<file path="src/rtl/wlan_retry_and_backoff_window_core_macros.svh">
// ----------------------------------------------------------------------------
// retry and backoff window core - assertion macros
// shared concurrent assertion forms, sampled on clk, off while rst_n is low
// ----------------------------------------------------------------------------
`ifndef WLAN_RETRY_AND_BACKOFF_WINDOW_CORE_MACROS_SVH
`define WLAN_RETRY_AND_BACKOFF_WINDOW_CORE_MACROS_SVH

// consequent checked in the same cycle as the antecedent
`define WRBW_ASSERT_NOW(label, ante, cons, msg) \
    label: assert property (@(posedge clk) disable iff (!rst_n) (ante) |-> (cons)) \
        else $error(msg);

// consequent checked in the cycle after the antecedent
`define WRBW_ASSERT_NEXT(label, ante, cons, msg) \
    label: assert property (@(posedge clk) disable iff (!rst_n) (ante) |=> (cons)) \
        else $error(msg);

`endif

</file>
<file path="src/rtl/wrbw_pkg.sv">
// ----------------------------------------------------------------------------
// wrbw_pkg
// shared constants, types and helpers of the retry and backoff window core
// ----------------------------------------------------------------------------
package wrbw_pkg;

    localparam int TABLE_ENTRIES = 16;
    localparam int KEY_BITS      = 32;
    localparam int ID_BITS       = 32;
    // only the low KEY_W bits of the frame id take part in the compare (all 32 at present)
    localparam int KEY_W         = (KEY_BITS < ID_BITS) ? KEY_BITS : ID_BITS;
    localparam int IDX_BITS      = (TABLE_ENTRIES > 1) ? $clog2(TABLE_ENTRIES) : 1;
    localparam int CW_BITS       = 10;
    localparam int CNT_BITS      = 8;
    localparam int LEN_BITS      = 16;
    localparam int OP_BITS       = 3;
    localparam int CFG_IDX_BITS  = 3;
    localparam int CFG_DATA_BITS = 16;

    localparam logic [CW_BITS-1:0]  WINDOW_MIN_RST    = CW_BITS'(15);
    localparam logic [CW_BITS-1:0]  WINDOW_MAX_RST    = CW_BITS'(1023);
    localparam logic [CNT_BITS-1:0] SHORT_LIMIT_RST   = CNT_BITS'(7);
    localparam logic [CNT_BITS-1:0] LONG_LIMIT_RST    = CNT_BITS'(4);
    localparam logic [LEN_BITS-1:0] RTS_THRESHOLD_RST = LEN_BITS'(2347);
    localparam logic [CNT_BITS-1:0] CNT_MAX           = {CNT_BITS{1'b1}};

    typedef enum logic [OP_BITS-1:0] {
        OP_CTS_RX     = 3'd0,
        OP_BACK_RX    = 3'd1,
        OP_ACK_RX     = 3'd2,
        OP_GROUP_TX   = 3'd3,
        OP_DATA_FAIL  = 3'd4,
        OP_RTS_FAIL   = 3'd5,
        OP_DATA_QUERY = 3'd6,
        OP_RTS_QUERY  = 3'd7
    } op_t;

    typedef enum logic [CFG_IDX_BITS-1:0] {
        REG_WINDOW_MIN    = 3'd0,
        REG_WINDOW_MAX    = 3'd1,
        REG_SHORT_LIMIT   = 3'd2,
        REG_LONG_LIMIT    = 3'd3,
        REG_RTS_THRESHOLD = 3'd4
    } cfg_reg_t;

    typedef struct packed {
        logic [CW_BITS-1:0]  window_min;
        logic [CW_BITS-1:0]  window_max;
        logic [CNT_BITS-1:0] short_limit;
        logic [CNT_BITS-1:0] long_limit;
        logic [LEN_BITS-1:0] rts_threshold;
    } cfg_t;

    typedef struct packed {
        logic             fire;
        op_t              op;
        logic             is_long;
        logic [KEY_W-1:0] key;
    } tbl_req_t;

    typedef struct packed {
        logic limit_reached;
        logic entry_missing;
        logic table_full;
    } tbl_rsp_t;

    function automatic logic [CNT_BITS-1:0] sat_inc(input logic [CNT_BITS-1:0] v);
        sat_inc = (v == CNT_MAX) ? CNT_MAX : v + CNT_BITS'(1);
    endfunction

endpackage

</file>
<file path="src/rtl/wrbw_cfg.sv">
// ----------------------------------------------------------------------------
// wrbw_cfg
// configuration register file, written through an always-ready port
// ----------------------------------------------------------------------------
module wrbw_cfg
    import wrbw_pkg::*;
(
    input  logic                     clk,
    input  logic                     rst_n,
    input  logic                     cfg_valid,
    output logic                     cfg_ready,
    input  logic [CFG_IDX_BITS-1:0]  cfg_index,
    input  logic [CFG_DATA_BITS-1:0] cfg_data,
    output cfg_t                     cfg
);

    cfg_t cfg_reg;
    cfg_t cfg_next;

    assign cfg_ready = 1'b1;
    assign cfg       = cfg_reg;

    always_comb
    begin
        cfg_next = cfg_reg;
        if (cfg_valid)
        begin
            case (cfg_reg_t'(cfg_index))
                REG_WINDOW_MIN:    cfg_next.window_min    = cfg_data[CW_BITS-1:0];
                REG_WINDOW_MAX:    cfg_next.window_max    = cfg_data[CW_BITS-1:0];
                REG_SHORT_LIMIT:   cfg_next.short_limit   = cfg_data[CNT_BITS-1:0];
                REG_LONG_LIMIT:    cfg_next.long_limit    = cfg_data[CNT_BITS-1:0];
                REG_RTS_THRESHOLD: cfg_next.rts_threshold = cfg_data[LEN_BITS-1:0];
                default:           cfg_next = cfg_reg;
            endcase
        end
    end

    always_ff @(posedge clk or negedge rst_n)
    begin
        if (!rst_n)
        begin
            cfg_reg.window_min    <= WINDOW_MIN_RST;
            cfg_reg.window_max    <= WINDOW_MAX_RST;
            cfg_reg.short_limit   <= SHORT_LIMIT_RST;
            cfg_reg.long_limit    <= LONG_LIMIT_RST;
            cfg_reg.rts_threshold <= RTS_THRESHOLD_RST;
        end
        else
        begin
            cfg_reg <= cfg_next;
        end
    end

endmodule

</file>
<file path="src/rtl/wrbw_station.sv">
// ----------------------------------------------------------------------------
// wrbw_station
// station short and long retry counts and the contention window
// ----------------------------------------------------------------------------
`include "wlan_retry_and_backoff_window_core_macros.svh"

module wrbw_station
    import wrbw_pkg::*;
(
    input  logic                clk,
    input  logic                rst_n,
    input  cfg_t                cfg,
    input  logic                fire,
    input  op_t                 op,
    input  logic                is_long,
    output logic [CW_BITS-1:0]  window_after,
    output logic [CNT_BITS-1:0] short_after,
    output logic [CNT_BITS-1:0] long_after
);

    logic [CW_BITS-1:0]  window_reg;
    logic [CW_BITS-1:0]  window_next;
    logic [CNT_BITS-1:0] short_reg;
    logic [CNT_BITS-1:0] short_next;
    logic [CNT_BITS-1:0] long_reg;
    logic [CNT_BITS-1:0] long_next;
    logic [CW_BITS:0]    doubled;
    logic [CW_BITS-1:0]  grown;

    // 2w+1 clipped at the ceiling
    assign doubled = {window_reg, 1'b1};
    assign grown   = (doubled > {1'b0, cfg.window_max}) ? cfg.window_max
                                                        : doubled[CW_BITS-1:0];

    always_comb
    begin
        window_next = window_reg;
        short_next  = short_reg;
        long_next   = long_reg;
        case (op)
            OP_CTS_RX,
            OP_BACK_RX:
            begin
                short_next = '0;
            end
            OP_ACK_RX:
            begin
                if (is_long)
                    long_next = '0;
                else
                    short_next = '0;
                window_next = cfg.window_min;
            end
            OP_GROUP_TX:
            begin
                short_next = '0;
                long_next  = '0;
            end
            OP_DATA_FAIL:
            begin
                if (is_long)
                begin
                    long_next   = sat_inc(long_reg);
                    window_next = (long_next == cfg.long_limit) ? cfg.window_min : grown;
                end
                else
                begin
                    short_next  = sat_inc(short_reg);
                    window_next = (short_next == cfg.short_limit) ? cfg.window_min : grown;
                end
            end
            OP_RTS_FAIL:
            begin
                short_next  = sat_inc(short_reg);
                window_next = (short_next == cfg.short_limit) ? cfg.window_min : grown;
            end
            default:
            begin
                window_next = window_reg;
            end
        endcase
    end

    assign window_after = window_next;
    assign short_after  = short_next;
    assign long_after   = long_next;

    always_ff @(posedge clk or negedge rst_n)
    begin
        if (!rst_n)
        begin
            window_reg <= WINDOW_MIN_RST;
            short_reg  <= '0;
            long_reg   <= '0;
        end
        else if (fire)
        begin
            window_reg <= window_next;
            short_reg  <= short_next;
            long_reg   <= long_next;
        end
    end

    `WRBW_ASSERT_NEXT(a_ack_resets_window, fire && (op == OP_ACK_RX), window_reg == $past(cfg.window_min), "ack did not reset the window")
    `WRBW_ASSERT_NEXT(a_group_clears_counts, fire && (op == OP_GROUP_TX), (short_reg == '0) && (long_reg == '0), "group word left station counts")

endmodule

</file>
<file path="src/rtl/wrbw_table.sv">
// ----------------------------------------------------------------------------
// wrbw_table
// keyed per-frame retry count table with parallel key compare
// ----------------------------------------------------------------------------
`include "wlan_retry_and_backoff_window_core_macros.svh"

module wrbw_table
    import wrbw_pkg::*;
(
    input  logic     clk,
    input  logic     rst_n,
    input  cfg_t     cfg,
    input  tbl_req_t req,
    output tbl_rsp_t rsp
);

    logic [TABLE_ENTRIES-1:0] valid_reg;
    logic [TABLE_ENTRIES-1:0] valid_next;
    logic [KEY_W-1:0]         key_reg   [TABLE_ENTRIES];
    logic [CNT_BITS-1:0]      short_reg [TABLE_ENTRIES];
    logic [CNT_BITS-1:0]      long_reg  [TABLE_ENTRIES];

    logic [TABLE_ENTRIES-1:0] hit_vec;
    logic                     hit;
    logic [IDX_BITS-1:0]      hit_idx;
    logic                     has_free;
    logic [IDX_BITS-1:0]      free_idx;
    logic                     is_fail;
    logic                     count_long;
    logic                     do_wr;
    logic [IDX_BITS-1:0]      wr_idx;
    logic [CNT_BITS-1:0]      base_short;
    logic [CNT_BITS-1:0]      base_long;
    logic [CNT_BITS-1:0]      wr_short;
    logic [CNT_BITS-1:0]      wr_long;
    logic                     use_long;
    logic [CNT_BITS-1:0]      query_cnt;
    logic [CNT_BITS-1:0]      query_lim;

    always_comb
    begin
        for (int i = 0; i < TABLE_ENTRIES; i++)
            hit_vec[i] = valid_reg[i] && (key_reg[i] == req.key);
    end

    // lowest matching entry and lowest free entry
    always_comb
    begin
        hit_idx  = '0;
        free_idx = '0;
        for (int i = TABLE_ENTRIES - 1; i >= 0; i--)
        begin
            if (hit_vec[i])
                hit_idx = IDX_BITS'(i);
            if (!valid_reg[i])
                free_idx = IDX_BITS'(i);
        end
    end

    assign hit      = |hit_vec;
    assign has_free = ~&valid_reg;

    assign is_fail    = (req.op == OP_DATA_FAIL) || (req.op == OP_RTS_FAIL);
    assign count_long = (req.op == OP_DATA_FAIL) && req.is_long;
    assign do_wr      = req.fire && is_fail && (hit || has_free);
    assign wr_idx     = hit ? hit_idx : free_idx;

    // a fresh entry starts from zero in both counts
    assign base_short = hit ? short_reg[hit_idx] : '0;
    assign base_long  = hit ? long_reg[hit_idx]  : '0;
    assign wr_short   = count_long ? base_short : sat_inc(base_short);
    assign wr_long    = count_long ? sat_inc(base_long) : base_long;

    assign use_long  = (req.op == OP_DATA_QUERY) && req.is_long;
    assign query_cnt = hit ? (use_long ? long_reg[hit_idx] : short_reg[hit_idx]) : '0;
    assign query_lim = use_long ? cfg.long_limit : cfg.short_limit;

    always_comb
    begin
        rsp = '0;
        case (req.op)
            OP_DATA_FAIL,
            OP_RTS_FAIL:
            begin
                rsp.table_full = !hit && !has_free;
            end
            OP_DATA_QUERY,
            OP_RTS_QUERY:
            begin
                rsp.entry_missing = (query_cnt == '0);
                rsp.limit_reached = (query_cnt != '0) && (query_cnt >= query_lim);
            end
            default:
            begin
                rsp = '0;
            end
        endcase
    end

    always_comb
    begin
        valid_next = valid_reg;
        if (do_wr)
            valid_next[wr_idx] = 1'b1;
    end

    always_ff @(posedge clk or negedge rst_n)
    begin
        if (!rst_n)
            valid_reg <= '0;
        else
            valid_reg <= valid_next;
    end

    always_ff @(posedge clk)
    begin
        if (do_wr)
        begin
            key_reg[wr_idx]   <= req.key;
            short_reg[wr_idx] <= wr_short;
            long_reg[wr_idx]  <= wr_long;
        end
    end

    `WRBW_ASSERT_NOW(a_key_unique, 1'b1, $onehot0(hit_vec), "frame key held in more than one entry")
    `WRBW_ASSERT_NOW(a_full_only_packed, rsp.table_full, (&valid_reg) && is_fail, "full flagged with room left")
    `WRBW_ASSERT_NEXT(a_alloc_sets_valid, req.fire && is_fail && !hit && has_free, valid_reg[$past(free_idx)], "new key not allocated")

endmodule

</file>
<file path="src/rtl/wlan_retry_and_backoff_window_core.sv">
// ----------------------------------------------------------------------------
// wlan_retry_and_backoff_window_core
// retry counters and contention window of a wireless mac station
// ----------------------------------------------------------------------------
// usage
//   item channel (item_valid / item_stall) carries one mac event word:
//   opcode, frame_id and frame_length. result channel (result_valid /
//   result_stall) returns exactly one word per event with the window,
//   station counts and the per-frame query / table flags.
//   the cfg channel (cfg_valid / cfg_ready, always ready) writes the five
//   registers; write only while no event is in flight.
//   a taken word is registered in the input stage, evaluated there and,
//   once the result register is free or draining, shown on the result ports.
//   throughput: one event per cycle while the result is not stalled; the
//   station update and the parallel key table compare are both combinational.
//   reset clears the counts, the table valid bits and the registers to
//   their defaults, window back to 15; no clearing pass is needed.
//   a stalled result holds; item_stall rises once the input stage is full
//   behind a stalled result.
// ----------------------------------------------------------------------------
`include "wlan_retry_and_backoff_window_core_macros.svh"

module wlan_retry_and_backoff_window_core
    import wrbw_pkg::*;
(
    input  logic                     clk,
    input  logic                     rst_n,
    input  logic                     item_valid,
    output logic                     item_stall,
    input  logic [OP_BITS-1:0]       opcode,
    input  logic [ID_BITS-1:0]       frame_id,
    input  logic [LEN_BITS-1:0]      frame_length,
    output logic                     result_valid,
    input  logic                     result_stall,
    output logic [CW_BITS-1:0]       contention_window,
    output logic                     limit_reached,
    output logic                     entry_missing,
    output logic                     table_full,
    output logic [CNT_BITS-1:0]      station_short_count,
    output logic [CNT_BITS-1:0]      station_long_count,
    input  logic                     cfg_valid,
    output logic                     cfg_ready,
    input  logic [CFG_IDX_BITS-1:0]  cfg_index,
    input  logic [CFG_DATA_BITS-1:0] cfg_data
);

    cfg_t                cfg;
    logic                stage_v_reg;
    logic                stage_v_next;
    op_t                 op_reg;
    logic [KEY_W-1:0]    key_reg;
    logic [LEN_BITS-1:0] len_reg;
    logic                res_v_reg;
    logic                res_v_next;
    logic                advance;
    logic                fire;
    logic                take;
    logic                is_long;
    tbl_req_t            tbl_req;
    tbl_rsp_t            tbl_rsp;
    logic [CW_BITS-1:0]  window_after;
    logic [CNT_BITS-1:0] short_after;
    logic [CNT_BITS-1:0] long_after;

    logic [CW_BITS-1:0]  cw_reg;
    logic                lim_reg;
    logic                miss_reg;
    logic                full_reg;
    logic [CNT_BITS-1:0] ssc_reg;
    logic [CNT_BITS-1:0] slc_reg;

    wrbw_cfg u_cfg (
        .clk       (clk),
        .rst_n     (rst_n),
        .cfg_valid (cfg_valid),
        .cfg_ready (cfg_ready),
        .cfg_index (cfg_index),
        .cfg_data  (cfg_data),
        .cfg       (cfg)
    );

    // result register free or being drained this cycle
    assign advance    = !res_v_reg || !result_stall;
    assign fire       = stage_v_reg && advance;
    assign item_stall = stage_v_reg && !advance;
    assign take       = item_valid && !item_stall;
    assign is_long    = (len_reg >= cfg.rts_threshold);

    assign stage_v_next = take || (stage_v_reg && !advance);
    assign res_v_next   = fire || (res_v_reg && result_stall);

    assign tbl_req.fire    = fire;
    assign tbl_req.op      = op_reg;
    assign tbl_req.is_long = is_long;
    assign tbl_req.key     = key_reg;

    wrbw_station u_station (
        .clk          (clk),
        .rst_n        (rst_n),
        .cfg          (cfg),
        .fire         (fire),
        .op           (op_reg),
        .is_long      (is_long),
        .window_after (window_after),
        .short_after  (short_after),
        .long_after   (long_after)
    );

    wrbw_table u_table (
        .clk   (clk),
        .rst_n (rst_n),
        .cfg   (cfg),
        .req   (tbl_req),
        .rsp   (tbl_rsp)
    );

    always_ff @(posedge clk or negedge rst_n)
    begin
        if (!rst_n)
        begin
            stage_v_reg <= 1'b0;
            res_v_reg   <= 1'b0;
        end
        else
        begin
            stage_v_reg <= stage_v_next;
            res_v_reg   <= res_v_next;
        end
    end

    always_ff @(posedge clk)
    begin
        if (take)
        begin
            op_reg  <= op_t'(opcode);
            key_reg <= frame_id[KEY_W-1:0];
            len_reg <= frame_length;
        end
    end

    always_ff @(posedge clk)
    begin
        if (fire)
        begin
            cw_reg   <= window_after;
            lim_reg  <= tbl_rsp.limit_reached;
            miss_reg <= tbl_rsp.entry_missing;
            full_reg <= tbl_rsp.table_full;
            ssc_reg  <= short_after;
            slc_reg  <= long_after;
        end
    end

    assign result_valid        = res_v_reg;
    assign contention_window   = cw_reg;
    assign limit_reached       = lim_reg;
    assign entry_missing       = miss_reg;
    assign table_full          = full_reg;
    assign station_short_count = ssc_reg;
    assign station_long_count  = slc_reg;

    `WRBW_ASSERT_NOW(a_stall_needs_word, item_stall, stage_v_reg && res_v_reg && result_stall, "stall without a held word")
    `WRBW_ASSERT_NEXT(a_fire_gives_result, fire, res_v_reg, "evaluated word did not reach the result register")

endmodule
</file>
<file path="config.mk">
export PLATFORM = sky130hd
export DESIGN_NAME = wlan_retry_and_backoff_window_core
export DESIGN_NICKNAME = d
export VERILOG_FILES = /design/src/rtl/wrbw_pkg.sv /design/src/rtl/wrbw_cfg.sv /design/src/rtl/wrbw_station.sv /design/src/rtl/wrbw_table.sv /design/src/rtl/wlan_retry_and_backoff_window_core.sv
export VERILOG_INCLUDE_DIRS = /design/src /design/src/rtl
export SDC_FILE = /design/constraint.sdc
export NUM_CORES = 2
export LEC_CHECK = 0
export BUFFER_PORTS_ARGS = -buffer_cell sky130_fd_sc_hd__buf_2
export CORE_MARGIN = 2
export CORE_UTILIZATION = 35
export DETAILED_ROUTE_END_ITERATION = 12
export PLACE_DENSITY = 0.51
export SYNTH_ARGS = -nofsm -noshare
export SYNTH_HDL_FRONTEND = slang
export SYNTH_SLANG_ARGS = --single-unit
</file>
<file path="constraint.sdc">
create_clock -name clk -period 7.3 [get_ports clk]
set_input_delay 0.365 -clock clk [delete_from_list [all_inputs] [get_ports clk]]
set_output_delay 0.365 -clock clk [all_outputs]
set_load 0.01 [all_outputs]
</file>
# Word-level counts from Yosys, hierarchy flattened
# Memory sizes are Yosys's and may differ from the RTL's.
# Index checks and enable logic that the tools add are counted.
[word_totals]
ff_bits = 176
mem_bits_rw = 768
inputBits = 75
output_inout_bits = 32
word_cells = 177
n_memories = 3
[classes]
addsub = 4
n_lt_le_gt_ge = 5
n_eq_ne = 33
mux = 59
bitwise = 1
reduce_logical = 52
[mem_list]
columns = ["memory", "depth", "width", "read_ports", "rd_ports_with_merged_regs", "wr", "line_no", "source"]
rows = [
  ["u_table.key_reg", 16, 32, 16, 0, 1, "wrbw_table.sv:19", "logic [KEY_W-1:0] key_reg [TABLE_ENTRIES];"],
  ["u_table.long_reg", 16, 8, 1, 0, 1, "wrbw_table.sv:21", "logic [CNT_BITS-1:0] long_reg [TABLE_ENTRIES];"],
  ["u_table.short_reg", 16, 8, 1, 0, 1, "wrbw_table.sv:20", "logic [CNT_BITS-1:0] short_reg [TABLE_ENTRIES];"],
]
[ops]
columns = ["op", "count"]
rows = [
  ["32-bit == test", 16],
  ["4-bit two-way mux", 33],
  ["8-bit two-way mux", 15],
  ["10-bit two-way mux", 4],
  ["8-bit by 1-bit adder with 8-bit output, second input constant", 4],
  ["8-bit == test, second input constant", 4],
  ["8-bit one-hot mux with 4 select lines", 1],
  ["10-bit one-hot mux with 3 select lines", 1],
  ["1-bit logical AND", 27],
  ["8-bit one-hot mux with 3 select lines", 1],
  ["8-bit == test", 2],
  ["16-bit >= comparator", 1],
  ["16-bit bitwise OR", 1],
  ["16-bit AND reduction", 1],
  ["16-bit OR reduction", 1],
  ["3-bit == test, second input constant", 5],
  ["3-bit by 2-bit == test with 1-bit output, second input constant", 4],
  ["11-bit by 10-bit greater-than comparator with 1-bit output", 1],
  ["2-bit AND reduction", 5],
  ["8-bit >= comparator", 1],
  ["8-bit zero test", 1],
  ["8-bit nonzero test", 1],
  ["3-bit by 1-bit == test with 1-bit output, second input constant", 2],
  ["1-bit zero test", 6],
  ["8 further kinds", 16],
]

# Longest topological paths before layout
# An unclocked memory read counts as a cell.
[depth]
depth_word = 25
mapped_depth = 30
ltp_nobuf = 25

# Modules after synthesis
# From an unflattened synthesis, not the netlist that was laid out.
[unflattened]
cells_unflattened = 3089
area_unflattened_um2 = 43234.0
[modules_own_cells]
columns = ["mod", "instances", "cells_per_inst", "area_each_um2", "seq_area_each_um2"]
rows = [
  ["wrbw_table", 1, 2456, 35355.2, 23462.5],
  ["wrbw_station", 1, 374, 2932.8, 655.6],
  ["wlan_retry_and_backoff_window_core", 1, 143, 2890.3, 2452.4],
  ["wrbw_cfg", 1, 116, 2055.7, 1331.3],
]

# Worst setup path before layout
# No wires, ideal clock.
[synth_timing]
path_type = "reg-to-reg"
startpoint = "register key_reg[0]"
endpoint = "memory u_table.key_reg[13][0] (netlist bit) (enable)"
setup_ps = 455
t_arrival_ps = 5386
required_time_ps = 6845
slack_ps = 1459
path_stages_with_launch = 16
path_buffers = 4
synth_period_minus_slack_ps = 5841
cell_sequence = "edfxtp_1 buf_2 buf_2 xor2_1 nor4_1 nand4_1 or4_1 nand2_1 a21oi_1 nor2_1 clkbuf_1 clkbuf_1 o21ai_0 inv_1 o21ai_0 nor2_1"
[synth_between]
elab_chain_len = 19
elab_cells_between_ends = 54
classes_between = "eq/ne (16); mux (19); reduce/logical (19)"
[synth_rtl]
columns = ["item", "line_no", "source"]
rows = [
  ["start: declaration", "wlan_retry_and_backoff_window_core.sv:51", "logic [KEY_W-1:0] key_reg;"],
  ["start signal: assignment", "wlan_retry_and_backoff_window_core.sv:136", "key_reg <= frame_id[KEY_W-1:0];"],
  ["32-bit == test", "wrbw_table.sv:43", "hit_vec[i] = valid_reg[i] && (key_reg[i] == req.key);"],
  ["1-bit logical AND", "wrbw_table.sv:43", ""],
  ["4-bit two-way mux (16 in a row)", "wrbw_table.sv:53", "if (hit_vec[i])"],
  ["4-bit two-way mux", "wrbw_table.sv:66", "assign wr_idx = hit ? hit_idx : free_idx;"],
  ["end: declaration", "wrbw_table.sv:19", ""],
]
# Several ways; a longest one is shown, not always the timed one.

# Worst setup path after layout
[layout_timing]
startpoint = "register key_reg[23]"
endpoint = "memory u_table.long_reg[14][4], data pin"
[layout_between]
elab_chain_len = 23
elab_cells_between_ends = 55
classes_between = "add/sub (1); eq/ne (17); mux (19); reduce/logical (17); memory (1)"
[layout_rtl]
columns = ["item", "line_no", "source"]
rows = [
  ["32-bit == test", "wrbw_table.sv:43", ""],
  ["1-bit logical AND", "wrbw_table.sv:43", ""],
  ["4-bit two-way mux (16 in a row)", "wrbw_table.sv:53", ""],
  ["memory read 16 x 8 bit", "--", ""],
  ["8-bit two-way mux *", "wrbw_table.sv:70", "assign base_long = hit ? long_reg[hit_idx] : '0;"],
  ["8-bit by 1-bit adder with 8-bit output / 8-bit == test (equally long branches)", "wrbw_pkg.sv:68", "sat_inc = (v == CNT_MAX) ? CNT_MAX : v + CNT_BITS'(1);"],
  ["8-bit two-way mux", "wrbw_pkg.sv:68", ""],
  ["8-bit two-way mux *", "wrbw_table.sv:72", "assign wr_long = count_long ? sat_inc(base_long) : base_long;"],
  ["via u_table.wr_long[4]", "wrbw_table.sv:35", "logic [CNT_BITS-1:0] wr_long;"],
  ["end: declaration", "wrbw_table.sv:21", ""],
]
# Mark *: on every way through the listed nets, which the timed path passes. The rest lies on a longest branch.

==> impl_metrics.py <==
metrics = {
    "pwr": {
        "p_per_area_mw_per_mm2": 259.8,
        "ir_worst_vdd_uv": 218.9,
        "p_leak_nw": 17.42,
        "power_mw": 12.97,
    },
    "layout": {
        "final_util": 0.4171,
        "n_fill_cell": 10910,
        "drive_gt1_frac": 0.1650,
        "fin_nets": 3368,
        "largest_reg_flops": 512,
        "post-route-cell-area_mm2": 0.04991,
        "syn2layout_area_growth_pct": 18.55,
    },
    "floorplanning": {
        "core_mm2": 0.1197,
        "dieHeight_um": 350.8,
        "fp-row-count": 127,
        "start_util": 0.3518,
        "die_w_um": 350.8,
        "die_area_mm2": 0.1231,
        "io_pins": 107,
    },
    "timing": {
        "rsz0062_at_grt": "false",
        "finalSetupViolations": 0,
        "slew_headroom": 0.1381,
        "drv_slew": 0,
        "fin_crit_sh": 0.9250,
        "skew_ns": 0.02536,
        "tns_ns": 0,
        "hold_viol_final": 0,
        "tightest_slew_ns": 1.279,
        "max_freq_mhz": 148.1,
        "min_period_ns": 6.752,
    },
    "yosys": {
        "synthArstFlopShare": 0.1017,
        "synth-main-ff-cell": "edfxtp_1",
        "synth_top_area_frac": 0.6049,
        "syn_inst": 2930,
        "ys_warn_count": 0,
        "synth_area_leader_cell": "edfxtp_1",
        "synthesis.area_mm2": 0.04210,
        "seq_area_frac_synth": 0.6628,
        "ys_ff_latch": 944,
        "synth_cell_types": 73,
        "synth_edf_count": 848,
        "syn_avg_cell_area_um2": 14.37,
        "synthTopCellsByArea": "edfxtp_1 60%, xor2_1 9.0%, dfrtp_1 4.0%",
        "syn_nets": 3042,
    },
    "setup_path": {
        "path_class": "flop to flop",
        "slowest_delay_ns": 0.64,
        "r2r_start": "key_reg[23]",
        "crit_end": "u_table.long_reg[14][4]",
        "cp_common_cell": "buf_4",
        "cp_slowest_cell": "or4_1",
        "rr_worst_depth": 21,
        "crit_family": "simple AND/OR/NAND/NOR gates",
        "crit_path_start_kind": "flop",
        "worstPathMaxFanout": 32,
        "arrival_ns": 7.27,
        "startpoint": "key_reg[23]",
        "path_depth": 21,
        "crit_required_ns": 7.82,
        "cp.buffers_inverters": 3,
        "worst-r2r-setup-slack_ns": 0.55,
        "crit_chain": "buf_4 > xor2_1 > nor4_1 > nand4_1 > or4_1 > and4_1 > a221oi_1 > or2_4 > buf_4 > or3_1 > o211ai_1 > a22oi_1 > a21oi_1 > nor2_1 > ha_1 > nand3_1 > nor2_1 > nor4b_2 > nand4_1 > o21ai_1 > buf_4",
        "endpoint_kind": "flop",
        "rr_endpoint": "u_table.long_reg[14][4]",
    },
    "clocking": {
        "tritoncts": "built",
        "clk_pin_slew_ns": 0.06,
        "htree_levels": 3,
        "cts-root-buf": "clkbuf_16",
        "clk_latency_ns": 0.70,
        "clkSinkCount": 944,
        "cts-buffers-inserted": 103,
        "clockBufferDepth": 3,
    },
    "routing": {
        "wl_um": 120400,
        "via_count": 26000,
        "viasPerCell": 5.244,
        "wl_per_cell_um": 24.29,
        "first_pass_iters": 6,
        "drt_iter0_markers": 2188,
        "antenna_left": 0,
        "drc_errors": 0,
    },
    "placement": {
        "postPlaceCellArea_mm2": 0.04559,
        "io_buffers": 105,
        "gp_congestion": 0.8903,
        "hpwlAfterDp_um": 76350,
    },
    "global_route": {
        "grt_pass1_vias": 26277,
        "overflow": 0,
        "grt_pass1_wl_um": 174500,
        "antenna_found_initial": 1,
        "grt_usage": 0.1933,
        "grt_max_degree": 59,
    },
    "status": {
        "status": "finished, final reports clean",
    },
    "min_path": {
        "min_path_type": "input pin to flop",
    },
    "run": {
        "maxCapViolCount": 0,
    },
}
-- tightest hold or removal path: cells and delay by family --
kind          cells  cell delay, ns
buf+inv           1            0.14
mux               1            0.21
simple gates      1            0.07
-- logic make-up after synthesis --
family,synth area share
DFF,0.6628
muxes,0.05398
buffers and inverters,0.02081
adders and majority gates,0.01124
AOI/OAI and AO/OA,0.03605
xor gates and xnor gates,0.1111
other,0.00008908
and+or+nand+nor,0.1039
-- through the flow --
stage | hold slack, ns | instances | setup slack (ns)
2_1_floorplan | 0.06941 | 2930 | 1.459
3_3_place_gp | 0.3681 | 4677 | 0.1346
3_5_place_dp | 0.3824 | 4677 | 0.1424
4_1_cts | 0.06738 | 4942 | 0.1150
5_1_grt | 0.08746 | 4957 | 0.04333
6_report | 0.1211 | 4958 | 0.5476
-- routing by layer --
metal | share of wire | wire length, um | track usage | up-vias
met3 | 0.055 | 6654 | 0.03162 | 211
met5 | 0 | 0 | 0 | -
met1 | 0.44 | 52520 | 0.2595 | 13191
met4 | 0.030 | 3672 | 0.06114 | 0
met2 | 0.48 | 57580 | 0.3202 | 869
li1 | - | - | - | 11729
-- synth_stat cells, drive strengths merged (12+ instances only) --
library cell,count
clkbuf,25
edfxtp,848
nor2,121
xnor2,101
a21o,15
xor2,433
nand4b,20
or4,12
buf,92
nor3,51
and3,17
dfstp,28
or2,18
dfrtp,68
mux4,18
nand2b,24
nand3,47
nand2,185
a211oi,19
ha,37
a21oi,52
mux2i,137
mux2,44
inv,42
o21ai,83
nand4,79
nor4,189
-- power breakdown --
group | total [mW] | switching, mW | internal [mW] | leakage, nW
registers | 6.31 | 0.171 | 6.14 | 9.27
clock network | 5.38 | 2.21 | 3.17 | 1.68
logic | 1.28 | 0.818 | 0.464 | 6.47
total | 13.0 | 3.20 | 9.77 | 17.4
-- cell usage in the layout, fill, tap and decap left out, drive strengths merged, types with 11 or more instances in the layout --
cell and count:
edfxtp 848, xor2 433, buf 267, nor4 189, nand2 185, mux2i 137
clkbuf 128, nor2 121, xnor2 101, o21ai 83, nand4 79, dlygate4sd3 71
dfrtp 68, a21oi 52, nor3 51, inv 51, nand3 47, mux2 44
clkinv 41, ha 37, dfstp 28, nand2b 24, nand4b 20, a211oi 19
mux4 18, or2 18, and3 17, a21o 15, bufinv 14, or4 12
or3 11, and2 11
-- final cells by class --
cell class,count,area [um2],share of cell area
Inverter,42,157.7,0.003159
Sequential cell,944,27900,0.5591
Tap cell,1612,2017,0.04042
Timing Repair Buffer,338,2880,0.05771
Multi-Input combinational cell,1827,13480,0.2701
Antenna cell,1,2.502,0.00005014
Clock buffer,128,2743,0.05496
Clock inverter,66,721.9,0.01447
-- repair_timing --
item	in CTS	in global routing
gates resized for setup	0	1
endpoints found under the hold margin	123	0
hold buffers	71	0
buffers inserted	0	15
endpoints found under the setup margin	0	97
-- how the worst min path moves through the flow --
stage	start	end	slack, ns	cells after the start
floorplan	rst_n	result_valid	0.07	0
global placement	rst_n	u_station.short_reg[0]	0.37	1
detailed placement	rst_n	u_station.short_reg[0]	0.38	1
CTS	cfg_index[1]	u_cfg.cfg[0]	0.07	3
global route	cfg_index[0]	u_cfg.cfg[0]	0.09	3
finish	cfg_index[1]	u_cfg.cfg[0]	0.12	3
(Power assumes the default switching activity.)
